**config.mk**
```make
export PLATFORM = sky130hd
export DESIGN_NAME = intel_hex_record_decoder_top_flat
export DESIGN_NICKNAME = d
export VERILOG_FILES = /design/src/rtl/ihex_pkg.sv /design/src/rtl/ihex_req_if.sv /design/src/rtl/ihex_rsp_if.sv /design/src/rtl/ihex_core.sv /design/src/rtl/intel_hex_record_decoder_top.sv /design/src/flat_wrapper.sv
export SDC_FILE = /design/constraint.sdc
export NUM_CORES = 1
export LEC_CHECK = 0
export ABC_AREA = 1
export BUFFER_PORTS_ARGS = -buffer_cell sky130_fd_sc_hd__buf_2
export CORE_ASPECT_RATIO = 0.5
export CORE_MARGIN = 2
export CORE_UTILIZATION = 30
export CTS_CLUSTER_DIAMETER = 80
export DETAILED_ROUTE_END_ITERATION = 10
export PLACE_DENSITY = 0.47
export SYNTH_ARGS = -nofsm -noshare
export SYNTH_HDL_FRONTEND = slang
export SYNTH_SLANG_ARGS = --single-unit
```
**constraint.sdc**
```tcl
create_clock -name clock -period 3.9 [get_ports clock]
set_input_delay 0.78 -clock clock [delete_from_list [all_inputs] [get_ports clock]]
set_output_delay 0.78 -clock clock [all_outputs]
set_load 0.02 [all_outputs]
```
**src/rtl/ihex_pkg.sv**
```systemverilog
// Shared types, codes and a helper function for the HEX record decoder.
package ihex_pkg;

   localparam int CharWidth  = 8;
   localparam int CountWidth = 16;

   localparam logic       OP_CHAR = 1'b0;
   localparam logic       OP_END  = 1'b1;

   localparam logic [1:0] KIND_DATA  = 2'd0;
   localparam logic [1:0] KIND_DONE  = 2'd1;
   localparam logic [1:0] KIND_ERROR = 2'd2;

   localparam logic [2:0] CAUSE_NONE      = 3'd0;
   localparam logic [2:0] CAUSE_NO_COLON  = 3'd1;
   localparam logic [2:0] CAUSE_BAD_DIGIT = 3'd2;
   localparam logic [2:0] CAUSE_FULL      = 3'd3;
   localparam logic [2:0] CAUSE_TRUNCATED = 3'd4;

   localparam logic [CharWidth-1:0] CHAR_COLON = 8'h3A;
   localparam logic [CharWidth-1:0] CHAR_LF    = 8'h0A;
   localparam logic [CharWidth-1:0] CHAR_CR    = 8'h0D;
   localparam logic [CharWidth-1:0] CHAR_SPACE = 8'h20;

   localparam logic [CharWidth-1:0] TYPE_DATA = 8'h00;
   localparam logic [CharWidth-1:0] TYPE_EOF  = 8'h01;

   localparam logic [CountWidth-1:0] BYTE_LIMIT_RESET = 16'd8191;

   typedef struct packed {
      logic                 op;
      logic [CharWidth-1:0] char_in;
   } req_payload_type;

   typedef struct packed {
      logic [1:0]            kind;
      logic [CharWidth-1:0]  data_byte;
      logic [CountWidth-1:0] byte_total;
      logic [2:0]            error_cause;
   } rsp_payload_type;

   typedef struct packed {
      logic            valid;
      rsp_payload_type payload;
   } step_result_type;

   // Returns {digit_ok, nibble}; digit_ok is low for anything but 0-9, A-F, a-f.
   function automatic logic [4:0] hex_nibble(input logic [CharWidth-1:0] c);
      logic [4:0] r;
      r = 5'd0;
      if (c >= 8'h30 && c <= 8'h39) begin
         r = {1'b1, c[3:0]};
      end else if ((c >= 8'h41 && c <= 8'h46) || (c >= 8'h61 && c <= 8'h66)) begin
         r = {1'b1, c[3:0] + 4'd9};
      end
      return r;
   endfunction

endpackage

```
**src/rtl/ihex_req_if.sv**
```systemverilog
// Valid/ready channel carrying one text character or end marker per beat.
interface ihex_req_if;
   logic                     valid;
   logic                     ready;
   ihex_pkg::req_payload_type payload;

   modport source (output valid, output payload, input ready);
   modport sink   (input valid, input payload, output ready);
endinterface

```
**src/rtl/ihex_rsp_if.sv**
```systemverilog
// Valid/ready channel carrying one decoded byte or status per beat.
interface ihex_rsp_if;
   logic                     valid;
   logic                     ready;
   ihex_pkg::rsp_payload_type payload;

   modport source (output valid, output payload, input ready);
   modport sink   (input valid, input payload, output ready);
endinterface

```
**src/rtl/ihex_core.sv**
```systemverilog
// Record parser state and the per-character step logic.
module ihex_core (
   input  logic                                clock,
   input  logic                                reset,
   input  logic                                step_en,
   input  ihex_pkg::req_payload_type           item,
   input  logic [ihex_pkg::CountWidth-1:0]     byte_limit,
   output ihex_pkg::step_result_type           result
);

   localparam logic [2:0] PH_BETWEEN = 3'd0;
   localparam logic [2:0] PH_HEADER  = 3'd1;
   localparam logic [2:0] PH_DATA    = 3'd2;
   localparam logic [2:0] PH_SKIP    = 3'd3;
   localparam logic [2:0] PH_CHECK   = 3'd4;
   localparam logic [2:0] PH_LINE    = 3'd5;

   logic [2:0]  phase_ff, phase_in;
   logic [3:0]  high_nibble_ff, high_nibble_in;
   logic        nibble_pending_ff, nibble_pending_in;
   logic [1:0]  header_index_ff, header_index_in;
   logic [7:0]  record_length_ff, record_length_in;
   logic [8:0]  chars_left_ff, chars_left_in;
   logic [ihex_pkg::CountWidth-1:0] bytes_emitted_ff, bytes_emitted_in;
   logic        halted_ff, halted_in;

   logic [4:0]  digit;
   logic [7:0]  full_byte;
   logic [ihex_pkg::CountWidth-1:0] bytes_plus_one;

   assign digit          = ihex_pkg::hex_nibble(item.char_in);
   assign full_byte      = {high_nibble_ff, digit[3:0]};
   assign bytes_plus_one = bytes_emitted_ff + 16'd1;

   always_comb begin
      phase_in          = phase_ff;
      high_nibble_in    = high_nibble_ff;
      nibble_pending_in = nibble_pending_ff;
      header_index_in   = header_index_ff;
      record_length_in  = record_length_ff;
      chars_left_in     = chars_left_ff;
      bytes_emitted_in  = bytes_emitted_ff;
      halted_in         = halted_ff;

      result                     = '0;
      result.payload.kind        = ihex_pkg::KIND_DATA;
      result.payload.error_cause = ihex_pkg::CAUSE_NONE;
      result.payload.byte_total  = bytes_emitted_ff;

      if (item.op == ihex_pkg::OP_END) begin
         if (!halted_ff) begin
            result.valid = 1'b1;
            if (phase_ff == PH_BETWEEN || phase_ff == PH_LINE) begin
               result.payload.kind = ihex_pkg::KIND_DONE;
            end else begin
               result.payload.kind        = ihex_pkg::KIND_ERROR;
               result.payload.error_cause = ihex_pkg::CAUSE_TRUNCATED;
            end
         end
         // The end beat always starts a fresh text.
         phase_in          = PH_BETWEEN;
         high_nibble_in    = 4'd0;
         nibble_pending_in = 1'b0;
         header_index_in   = 2'd0;
         record_length_in  = 8'd0;
         chars_left_in     = 9'd0;
         bytes_emitted_in  = '0;
         halted_in         = 1'b0;
      end else if (!halted_ff) begin
         case (phase_ff)
            PH_HEADER, PH_DATA: begin
               if (!digit[4]) begin
                  halted_in                  = 1'b1;
                  result.valid               = 1'b1;
                  result.payload.kind        = ihex_pkg::KIND_ERROR;
                  result.payload.error_cause = ihex_pkg::CAUSE_BAD_DIGIT;
               end else if (!nibble_pending_ff) begin
                  high_nibble_in    = digit[3:0];
                  nibble_pending_in = 1'b1;
               end else if (phase_ff == PH_HEADER) begin
                  nibble_pending_in = 1'b0;
                  header_index_in   = header_index_ff + 2'd1;
                  if (header_index_ff == 2'd0) begin
                     record_length_in = full_byte;
                  end else if (header_index_ff == 2'd3) begin
                     if (full_byte == ihex_pkg::TYPE_EOF) begin
                        halted_in           = 1'b1;
                        result.valid        = 1'b1;
                        result.payload.kind = ihex_pkg::KIND_DONE;
                     end else if (record_length_ff == 8'd0) begin
                        phase_in      = PH_CHECK;
                        chars_left_in = 9'd2;
                     end else if (full_byte == ihex_pkg::TYPE_DATA) begin
                        phase_in      = PH_DATA;
                        chars_left_in = {1'b0, record_length_ff};
                     end else begin
                        phase_in      = PH_SKIP;
                        chars_left_in = {record_length_ff, 1'b0};
                     end
                  end
               end else begin
                  nibble_pending_in = 1'b0;
                  result.valid      = 1'b1;
                  if (bytes_emitted_ff >= byte_limit) begin
                     halted_in                  = 1'b1;
                     result.payload.kind        = ihex_pkg::KIND_ERROR;
                     result.payload.error_cause = ihex_pkg::CAUSE_FULL;
                  end else begin
                     bytes_emitted_in          = bytes_plus_one;
                     result.payload.data_byte  = full_byte;
                     result.payload.byte_total = bytes_plus_one;
                     if (chars_left_ff < 9'd2) begin
                        phase_in      = PH_CHECK;
                        chars_left_in = 9'd2;
                     end else begin
                        chars_left_in = chars_left_ff - 9'd1;
                     end
                  end
               end
            end
            PH_SKIP: begin
               if (chars_left_ff < 9'd2) begin
                  phase_in      = PH_CHECK;
                  chars_left_in = 9'd2;
               end else begin
                  chars_left_in = chars_left_ff - 9'd1;
               end
            end
            PH_CHECK: begin
               if (chars_left_ff < 9'd2) begin
                  phase_in      = PH_LINE;
                  chars_left_in = 9'd0;
               end else begin
                  chars_left_in = chars_left_ff - 9'd1;
               end
            end
            PH_LINE: begin
               if (item.char_in == ihex_pkg::CHAR_LF) begin
                  phase_in = PH_BETWEEN;
               end
            end
            default: begin
               if (item.char_in == ihex_pkg::CHAR_COLON) begin
                  phase_in          = PH_HEADER;
                  header_index_in   = 2'd0;
                  nibble_pending_in = 1'b0;
               end else if (item.char_in != ihex_pkg::CHAR_CR &&
                            item.char_in != ihex_pkg::CHAR_LF &&
                            item.char_in != ihex_pkg::CHAR_SPACE) begin
                  halted_in                  = 1'b1;
                  result.valid               = 1'b1;
                  result.payload.kind        = ihex_pkg::KIND_ERROR;
                  result.payload.error_cause = ihex_pkg::CAUSE_NO_COLON;
               end
            end
         endcase
      end
   end

   always_ff @(posedge clock) begin
      if (reset) begin
         phase_ff          <= PH_BETWEEN;
         high_nibble_ff    <= 4'd0;
         nibble_pending_ff <= 1'b0;
         header_index_ff   <= 2'd0;
         record_length_ff  <= 8'd0;
         chars_left_ff     <= 9'd0;
         bytes_emitted_ff  <= '0;
         halted_ff         <= 1'b0;
      end else if (step_en) begin
         phase_ff          <= phase_in;
         high_nibble_ff    <= high_nibble_in;
         nibble_pending_ff <= nibble_pending_in;
         header_index_ff   <= header_index_in;
         record_length_ff  <= record_length_in;
         chars_left_ff     <= chars_left_in;
         bytes_emitted_ff  <= bytes_emitted_in;
         halted_ff         <= halted_in;
      end
   end

endmodule

```
**src/rtl/intel_hex_record_decoder_top.sv**
```systemverilog
// Top level of the streaming HEX record decoder: input stage, parser, result stage.
//
//   channel   direction   beat contents
//   req_bus   in          op, char_in
//   rsp_bus   out         kind, data_byte, byte_total, error_cause
//   csr_*     in          byte_limit write (16 bits)
//
// One character per cycle sustained unless a result stalls; an item is held in the input
// register and its result, if any, is loaded into the result register when it advances.
// Reset is synchronous and restores byte_limit to 8191 and the parser to between records.
// A full result register that is not taken stalls only items that produce a result;
// the input register still accepts a beat whenever it is empty or draining.
module intel_hex_record_decoder_top (
   input  logic                            clock,
   input  logic                            reset,
   ihex_req_if.sink                        req_bus,
   ihex_rsp_if.source                      rsp_bus,
   input  logic                            csr_write_enable,
   input  logic [ihex_pkg::CountWidth-1:0] csr_write_data
);

   logic                      in_valid_ff, in_valid_in;
   ihex_pkg::req_payload_type in_item_ff;
   logic                      rsp_valid_ff, rsp_valid_in;
   ihex_pkg::rsp_payload_type rsp_payload_ff;
   logic [ihex_pkg::CountWidth-1:0] byte_limit_ff;

   ihex_pkg::step_result_type step_result;
   logic                      out_free;
   logic                      advance;
   logic                      load_rsp;
   logic                      req_fire;

   assign out_free = !rsp_valid_ff || rsp_bus.ready;
   assign advance  = in_valid_ff && (!step_result.valid || out_free);
   assign load_rsp = advance && step_result.valid;
   assign req_fire = req_bus.valid && req_bus.ready;

   assign req_bus.ready   = !in_valid_ff || advance;
   assign rsp_bus.valid   = rsp_valid_ff;
   assign rsp_bus.payload = rsp_payload_ff;

   ihex_core u_core (
      .clock      (clock),
      .reset      (reset),
      .step_en    (advance),
      .item       (in_item_ff),
      .byte_limit (byte_limit_ff),
      .result     (step_result)
   );

   always_comb begin
      in_valid_in = in_valid_ff;
      if (req_fire) begin
         in_valid_in = 1'b1;
      end else if (advance) begin
         in_valid_in = 1'b0;
      end

      rsp_valid_in = rsp_valid_ff;
      if (load_rsp) begin
         rsp_valid_in = 1'b1;
      end else if (rsp_bus.ready) begin
         rsp_valid_in = 1'b0;
      end
   end

   always_ff @(posedge clock) begin
      if (reset) begin
         in_valid_ff   <= 1'b0;
         rsp_valid_ff  <= 1'b0;
         byte_limit_ff <= ihex_pkg::BYTE_LIMIT_RESET;
      end else begin
         in_valid_ff  <= in_valid_in;
         rsp_valid_ff <= rsp_valid_in;
         if (csr_write_enable) begin
            byte_limit_ff <= csr_write_data;
         end
      end
   end

   always_ff @(posedge clock) begin
      if (req_fire) begin
         in_item_ff <= req_bus.payload;
      end
      if (load_rsp) begin
         rsp_payload_ff <= step_result.payload;
      end
   end

   // A data beat always counts itself and never passes the configured limit.
   a_data_total: assert property (@(posedge clock) disable iff (reset)
      (rsp_valid_ff && rsp_payload_ff.kind == ihex_pkg::KIND_DATA) |->
         (rsp_payload_ff.byte_total != '0 && rsp_payload_ff.byte_total <= byte_limit_ff))
      else $error("data beat total out of range");

   // Only error beats carry a cause, and every error beat has one.
   a_cause_kind: assert property (@(posedge clock) disable iff (reset)
      rsp_valid_ff |->
         ((rsp_payload_ff.kind == ihex_pkg::KIND_ERROR) ==
          (rsp_payload_ff.error_cause != ihex_pkg::CAUSE_NONE)))
      else $error("error cause does not match kind");

   // A result is never loaded over one that is still waiting.
   a_no_overwrite: assert property (@(posedge clock) disable iff (reset)
      (rsp_valid_ff && !rsp_bus.ready) |-> !load_rsp)
      else $error("result register overwritten");

   // A loaded result is presented on the next cycle.
   a_load_shows: assert property (@(posedge clock) disable iff (reset)
      load_rsp |=> rsp_valid_ff)
      else $error("loaded result not presented");

endmodule
```
**src/flat_wrapper.sv**
```systemverilog
// flat-port wrapper written by rule: the top's interface ports become plain ports
module intel_hex_record_decoder_top_flat 
  (clock, reset, csr_write_enable, csr_write_data, req_bus_valid, req_bus_payload, req_bus_ready, rsp_bus_valid, rsp_bus_payload, rsp_bus_ready);
  ihex_req_if req_bus_i ();
  ihex_rsp_if rsp_bus_i ();
  input  logic clock;
  input  logic reset;
  input  logic csr_write_enable;
  input  logic [ihex_pkg::CountWidth-1:0] csr_write_data;
  input wire logic [$bits(req_bus_i.valid)-1:0] req_bus_valid;
  input wire logic [$bits(req_bus_i.payload)-1:0] req_bus_payload;
  output wire logic [$bits(req_bus_i.ready)-1:0] req_bus_ready;
  output wire logic [$bits(rsp_bus_i.valid)-1:0] rsp_bus_valid;
  output wire logic [$bits(rsp_bus_i.payload)-1:0] rsp_bus_payload;
  input wire logic [$bits(rsp_bus_i.ready)-1:0] rsp_bus_ready;
  assign req_bus_i.valid = req_bus_valid;
  assign req_bus_i.payload = req_bus_payload;
  assign req_bus_ready = req_bus_i.ready;
  assign rsp_bus_valid = rsp_bus_i.valid;
  assign rsp_bus_payload = rsp_bus_i.payload;
  assign rsp_bus_i.ready = rsp_bus_ready;
  intel_hex_record_decoder_top u_core (.clock(clock), .reset(reset), .req_bus(req_bus_i), .rsp_bus(rsp_bus_i), .csr_write_enable(csr_write_enable), .csr_write_data(csr_write_data));
endmodule
```
# Yosys cells after proc, flatten, opt, wreduce, memory -nomap -nowiden
# Cells that the tools add are included.
# totals
memories	0
latchBits	0
rom_bits	0
mem_bits_rw	0
input_bits	30
ff_bits	100
# op_classes
n_lt_le_gt_ge	8
mul	0
shifts	0
n_bitwise	3
eq_ne	26
n_reduce_logical	40
muxes	107
div_mod_pow	0
n_addsub	4
# op_table
cell	n
two-way mux 16 bit	8
two-way mux 9 bit	13
two-way mux 3 bit	27
two-way mux 24 bit	3
two-way mux 30 bit	2
two-way mux 8 bit	7
two-way mux 27 bit	1
one-hot mux 9 bit (3 select lines)	1
two-way mux 1 bit	23
AND reduction 7 bit	3
two-way mux 4 bit	5
two-way mux 2 bit	9
adder 16 x 1 -> 16 bit (second input constant)	1
greater-or-equal comparator 16 bit	1
greater-or-equal comparator 8 x 7 -> 1 bit (second input constant)	2
less-or-equal comparator 8 x 7 -> 1 bit (second input constant)	2
zero test 8 bit	2
!= test 4 x 3 -> 1 bit (second input constant)	4
!= test 8 x 4 -> 1 bit (second input constant)	2
nonzero test 2 bit	7
!= test 3 x 2 -> 1 bit (second input constant)	4
one-hot mux 3 bit (2 select lines)	2
one-hot mux 3 bit (4 select lines)	1
AND reduction 11 bit	1
33 further kinds	57

# Logic depth before layout (Yosys ltp)
# depth
ltp_word	21
mapped_depth	22

# By module
# From an unflattened synthesis, not the netlist that was laid out.
# unflattened
hier_cells	737
area_unflattened_um2	5821.8
# modules_own_cells
mod	area_each_um2	seq_area_each_um2	n_inst	cells_per_inst
ihex_core	3923.8	880.8	1	611
intel_hex_record_decoder_top	1898.1	1501.4	1	126

# Worst setup path before layout
# No wires, ideal clock.
# synth_timing
path_type	flip-flop to flip-flop
startpoint	register u_core.in_item_ff[0] (netlist bit)
endpoint	register u_core.rsp_payload_ff, in the netlist u_core.rsp_bus.payload[0] (enable)
synth_period_minus_slack_ns	2.925
slack_ns	0.975
arrival_time_ns	2.541
stages_incl_launch_ff	20
setup_ns	0.384
t_required_ns	3.516
path_cell_list	edfxtp_1 > inv_1 > ha_1 > inv_1 > nand3_1 > nand3_2 > clkinv_2 > nand2_1 > nand2_1 > inv_2 > nor2_4 > nand3_2 > nand2_1 > nand2_1 > nand2_1 > nand2_2 > nand2_4 > a21oi_4 > nand2_1 > inv_1
# synth_via
elab_chain_cells	19
word_cells_on_any_way	35
classes_between	add/sub: 1; order compare: 6; eq/ne: 5; mux: 13; reduce/logical: 10
# synth_lines
element	line_no	text
from (decl)	intel_hex_record_decoder_top.sv:23	ihex_pkg::req_payload_type in_item_ff;
from (signal assigned)	intel_hex_record_decoder_top.sv:84	in_item_ff <= req_bus.payload;
greater-or-equal comparator 8 x 7 -> 1 bit or less-or-equal comparator 8 x 7 -> 1 bit (tied branches)	ihex_pkg.sv:53	end else if ((c >= 8'h41 && c <= 8'h46) || (c >= 8'h61 && c <= 8'h66)) begin
logical AND 1 bit	ihex_pkg.sv:53	
logical OR 1 bit	ihex_pkg.sv:53	
two-way mux 5 bit	ihex_pkg.sv:53	
two-way mux 5 bit	ihex_pkg.sv:51	if (c >= 8'h30 && c <= 8'h39) begin
== test 8 x 1 -> 1 bit	ihex_core.sv:86	if (full_byte == ihex_pkg::TYPE_EOF) begin
two-way mux 3 bit	ihex_core.sv:86	
two-way mux 3 bit	ihex_core.sv:85	end else if (header_index_ff == 2'd3) begin
(+4 left out)	--	
one-hot mux 3 bit (2 select lines) (*)	ihex_core.sv:70	case (phase_ff)
two-way mux 30 bit (*)	ihex_core.sv:69	end else if (!halted_ff) begin
two-way mux 3 bit (*)	ihex_core.sv:50	if (item.op == ihex_pkg::OP_END) begin
zero test 1 bit	intel_hex_record_decoder_top.sv:35	assign advance = in_valid_ff && (!step_result.valid || out_free);
logical OR 1 bit	intel_hex_record_decoder_top.sv:35	
logical AND 1 bit	intel_hex_record_decoder_top.sv:35	
logical AND 1 bit (*)	intel_hex_record_decoder_top.sv:36	assign load_rsp = advance && step_result.valid;
net u_core.load_rsp	intel_hex_record_decoder_top.sv:31	logic load_rsp;
to (signal assigned)	intel_hex_record_decoder_top.sv:87	rsp_payload_ff <= step_result.payload;
to (decl)	intel_hex_record_decoder_top.sv:25	ihex_pkg::rsp_payload_type rsp_payload_ff;
# Mark *: on every way through the listed nets, which the timed path passes. The rest lies on a longest branch.
# A chain may end at the register's enable or synchronous reset.

# Worst setup path after layout
# layout_timing
startpoint	register u_core.in_item_ff[0] (netlist bit)
endpoint	output port req_bus_ready
# layout_via
elab_chain_cells	19
word_cells_on_any_way	35
classes_between	add/sub: 1; order compare: 6; eq/ne: 5; mux: 13; reduce/logical: 10
# layout_lines
element	line_no	text
greater-or-equal comparator 8 x 7 -> 1 bit or less-or-equal comparator 8 x 7 -> 1 bit (tied branches)	ihex_pkg.sv:53	
logical AND 1 bit	ihex_pkg.sv:53	
logical OR 1 bit	ihex_pkg.sv:53	
two-way mux 5 bit	ihex_pkg.sv:53	
two-way mux 5 bit	ihex_pkg.sv:51	
== test 8 x 1 -> 1 bit	ihex_core.sv:86	
two-way mux 3 bit	ihex_core.sv:86	
two-way mux 3 bit	ihex_core.sv:85	
(+3 left out)	--	
two-way mux 3 bit	ihex_core.sv:72	if (!digit[4]) begin
one-hot mux 3 bit (2 select lines) (*)	ihex_core.sv:70	
two-way mux 30 bit (*)	ihex_core.sv:69	
two-way mux 3 bit (*)	ihex_core.sv:50	
zero test 1 bit (*)	intel_hex_record_decoder_top.sv:35	
logical OR 1 bit (*)	intel_hex_record_decoder_top.sv:35	
logical AND 1 bit (*)	intel_hex_record_decoder_top.sv:35	
logical OR 1 bit (*)	intel_hex_record_decoder_top.sv:39	assign req_bus.ready = !in_valid_ff || advance;
to (decl)	flat_wrapper.sv:12	output wire logic [$bits(req_bus_i.ready)-1:0] req_bus_ready;
# Mark *: on every way between the ends. The rest lies on a longest branch, timed or not.

==> run metrics <==
outcome complete, no violations; Yosys top cell by area dfxtp_1; Mapped Nets 861; Max VDD drop 0.0002115 V; # port buffers 60; clk buf depth 2; Net Switching 0.8173 mW; grt ovf 0; share of layout cells above drive strength 1 15.12%; Synth top area share 20.62%; xor and xnor area share after synthesis 4.366%; setup_tns 0 ps; main combinational cell family by area after synthesis simple AND/OR/NAND/NOR gates; area added between synthesis and finish 13.31%; critical path data arrival time 2690 ps; nets 910; clk sinks 100; Clk pwr share 35.4%; Die ar. 0.02128 sq mm; top-count cell post-synth nand2_1; WP data required 3120 ps; Final GP Congestion 0.8490; TritonCTS Buffers 9; CP endpoint kind output pin; cell count after synthesis 806; compound-cell area share of the yosys netlist 12.25%; Total Wirelength 15,390 um; Async SR Flop Fraction 0%; Leakage 2.984 nW; Pwr per Cell Area 374.9 mW/mm^2; die width 204.3 um; sequential-to-total area share from yosys stat 39.58%; RSZ-0062 raised after global routing no; Sw Share 31.97%; initial DRC count 346; Area after DPL 0.006525 sq mm; Max Slew Vio Count 0; Hold Buf Count CTS 0; commonest cells in the netlist nand2_1, inv_1, nor2_1; # IOs 61; fin area 0.006819 sq mm; FILL cells 2,145; post-CTS setup buffer count 0; routed vias/inst 4.697; total power 2.557 mW; wire per inst 13.67 um; Final period util 88.98%; Placed Cells incl. Taps 1,110; cell internal pwr 1.739 mW; Highest Clock Rate 0.2882 GHz; CP Max Fanout 5; combinational group share of total power 18.5%; drt first pass iters 5; mux share of post-synthesis cell area 0%; post-cts sizing count 0; Yosys reg bits 100; GRT Total Usage 14.97%; Worst slew margin 58.26%; drt drc 0; Primary FF master, synth dfxtp_1; row count 36; reg-to-reg slack, setup 970 ps; Syn. warnings 0; filler-free cell count of the finished design 1,126; max cap viols 0; WS Path Type register to output pin; final hold violation count 0; vias in the first global route 5,063; largest cells by area after synthesis dfxtp_1, edfxtp_1, nand2_1, inv_1, nor2_1; largest net degree at the start of global routing 45; Flop pwr share 46.1%; Reg clk slew, reported paths 80 ps; Adder-Cell Fraction of Synth Area 5.198%; DR vias 5,289; worst skew pair latency 370 ps; CTS H-tree depth 3; area share of and/or/nand/nor cells after synthesis 27.78%; CTS Root Buffer Type clkbuf_16; DP HPWL 11,630 um; Die Y 104.2 um; post-synthesis cell area 0.006018 sq mm; core area 0.01955 sq mm; Worst setup SP type register; antenna-violating nets left 0; diode count 0; EDFF count, synth 38; syn avg cell area 7.467 sq um; CTS tree done; Hold Crit Class register to register; min cycle time layout 3470 ps; synth unique cells 42; first-pass GRT wire length 25,300 um; initial core utilization 30.79%; Worst-Margin Slew 622.3 ps; endpoints failing setup 0; initial antenna violation count 0; clk_skew 14.25 ps
## cell families (layout without fill, tap and decap cells)
logic type | count (synthesis) | after routing
buffers and inverters | 153 | 207
adders and majority gates | 25 | 25
DFF | 100 | 100
xor gates and xnor gates | 30 | 30
and+or+nand+nor | 360 | 360
AOI/OAI and AO/OA | 138 | 138
## cell usage in the layout (no fill, tap or decap), types with 2 or more instances in the layout
| cell type | instances |
|---|---|
| nor3_1 | 14 |
| o21ai_1 | 5 |
| nand4_4 | 2 |
| nand2_2 | 5 |
| inv_1 | 110 |
| xnor2_1 | 2 |
| o211ai_1 | 5 |
| nor4_1 | 6 |
| nand2_4 | 3 |
| nand3_2 | 6 |
| nand3_1 | 37 |
| a21oi_1 | 73 |
| nor2_2 | 10 |
| nand4_1 | 26 |
| dfxtp_1 | 62 |
| nand2_1 | 144 |
| nor2_1 | 100 |
| ha_1 | 25 |
| buf_2 | 60 |
| o311ai_0 | 2 |
| clkinv_4 | 3 |
| nor2_4 | 3 |
| buf_4 | 8 |
| xor2_1 | 28 |
| inv_2 | 10 |
| o21ai_0 | 46 |
| clkbuf_16 | 9 |
| a31oi_1 | 2 |
| inv_6 | 3 |
| edfxtp_1 | 38 |
## sequential cells by signal, indices dropped and copies added (netlist names), 2 cells and up
signal / flops
u_core.u_core.phase_ff: 3
u_core.u_core.header_index_ff: 2
u_core.u_core.chars_left_ff: 9
u_core.u_core.bytes_emitted_ff: 16
u_core.rsp_bus.payload: 29
u_core.in_item_ff: 9
u_core.u_core.high_nibble_ff: 4
u_core.u_core.record_length_ff: 8
u_core.byte_limit_ff: 16
## critical path, cell delays in order, from the launching register on
cell and delay [ps]:
edfxtp_1 460, inv_1 140, ha_1 230, inv_1 70
nand3_1 80, nand3_2 140, clkinv_2 90, nand2_1 80
nand2_1 70, nor2_2 180, nand3_2 110, nand2_1 60
nand2_1 60, nand2_1 80, nand2_2 60, nand2_4 100
nand3_1 110, buf_2 210
## per-stage QoR
step	setup WS (ps)	hold WS, ps	util, %
after global placement	836.3	458.4	33.38
after CTS	394.9	477.5	34.88
after floorplan	974.7	432.9	-
after detailed placement	794.9	462.4	33.38
final	429.7	471.5	34.88
after global routing	127.9	494.0	34.88
## path summary, 6_finish.rpt
kind                                              endpoint                startpoint  cells past startpoint
worst min register to register    u_core.byte_limit_ff[11]  u_core.byte_limit_ff[11]                      2
worst max register to register  u_core.rsp_bus.payload[10]      u_core.in_item_ff[0]                     17
worst max-delay path                         req_bus_ready      u_core.in_item_ff[0]                     17
worst min-delay path              u_core.byte_limit_ff[11]  u_core.byte_limit_ff[11]                      2
## power groups by stage
stage / clock (mW) / combinational, mW / sequential, mW
6_report: 0.906 / 0.473 / 1.18
5_1_grt: 0.977 / 0.543 / 1.19
4_1_cts: 0.935 / 0.476 / 1.18
3_5_place_dp: 0 / 0.474 / 1.20
3_3_place_gp: 0 / 0.473 / 1.20
2_1_floorplan: 0 / 0.349 / 1.21
## final cells by class
cell class                 count  area [sq um]  area share (%)
clock buffer                   9         225.2           3.303
multi-input combinational    553          2984           43.76
tap                          266         332.8           4.881
sequential                   100          2382           34.94
timing repair buffer          68         360.3           5.284
clock inverter                 7         68.82           1.009
inverter                     123         465.4           6.826
## layer usage
metal | wire length [um] | GRT usage [%] | vias up
li1 | - | - | 2743
met1 | 7676 | 20.10 | 2431
met2 | 6872 | 23.87 | 92
met3 | 587 | 3.164 | 23
met4 | 255 | 4.969 | 0
met5 | 0 | 0 | -
Power figures use the tool's default switching activity.
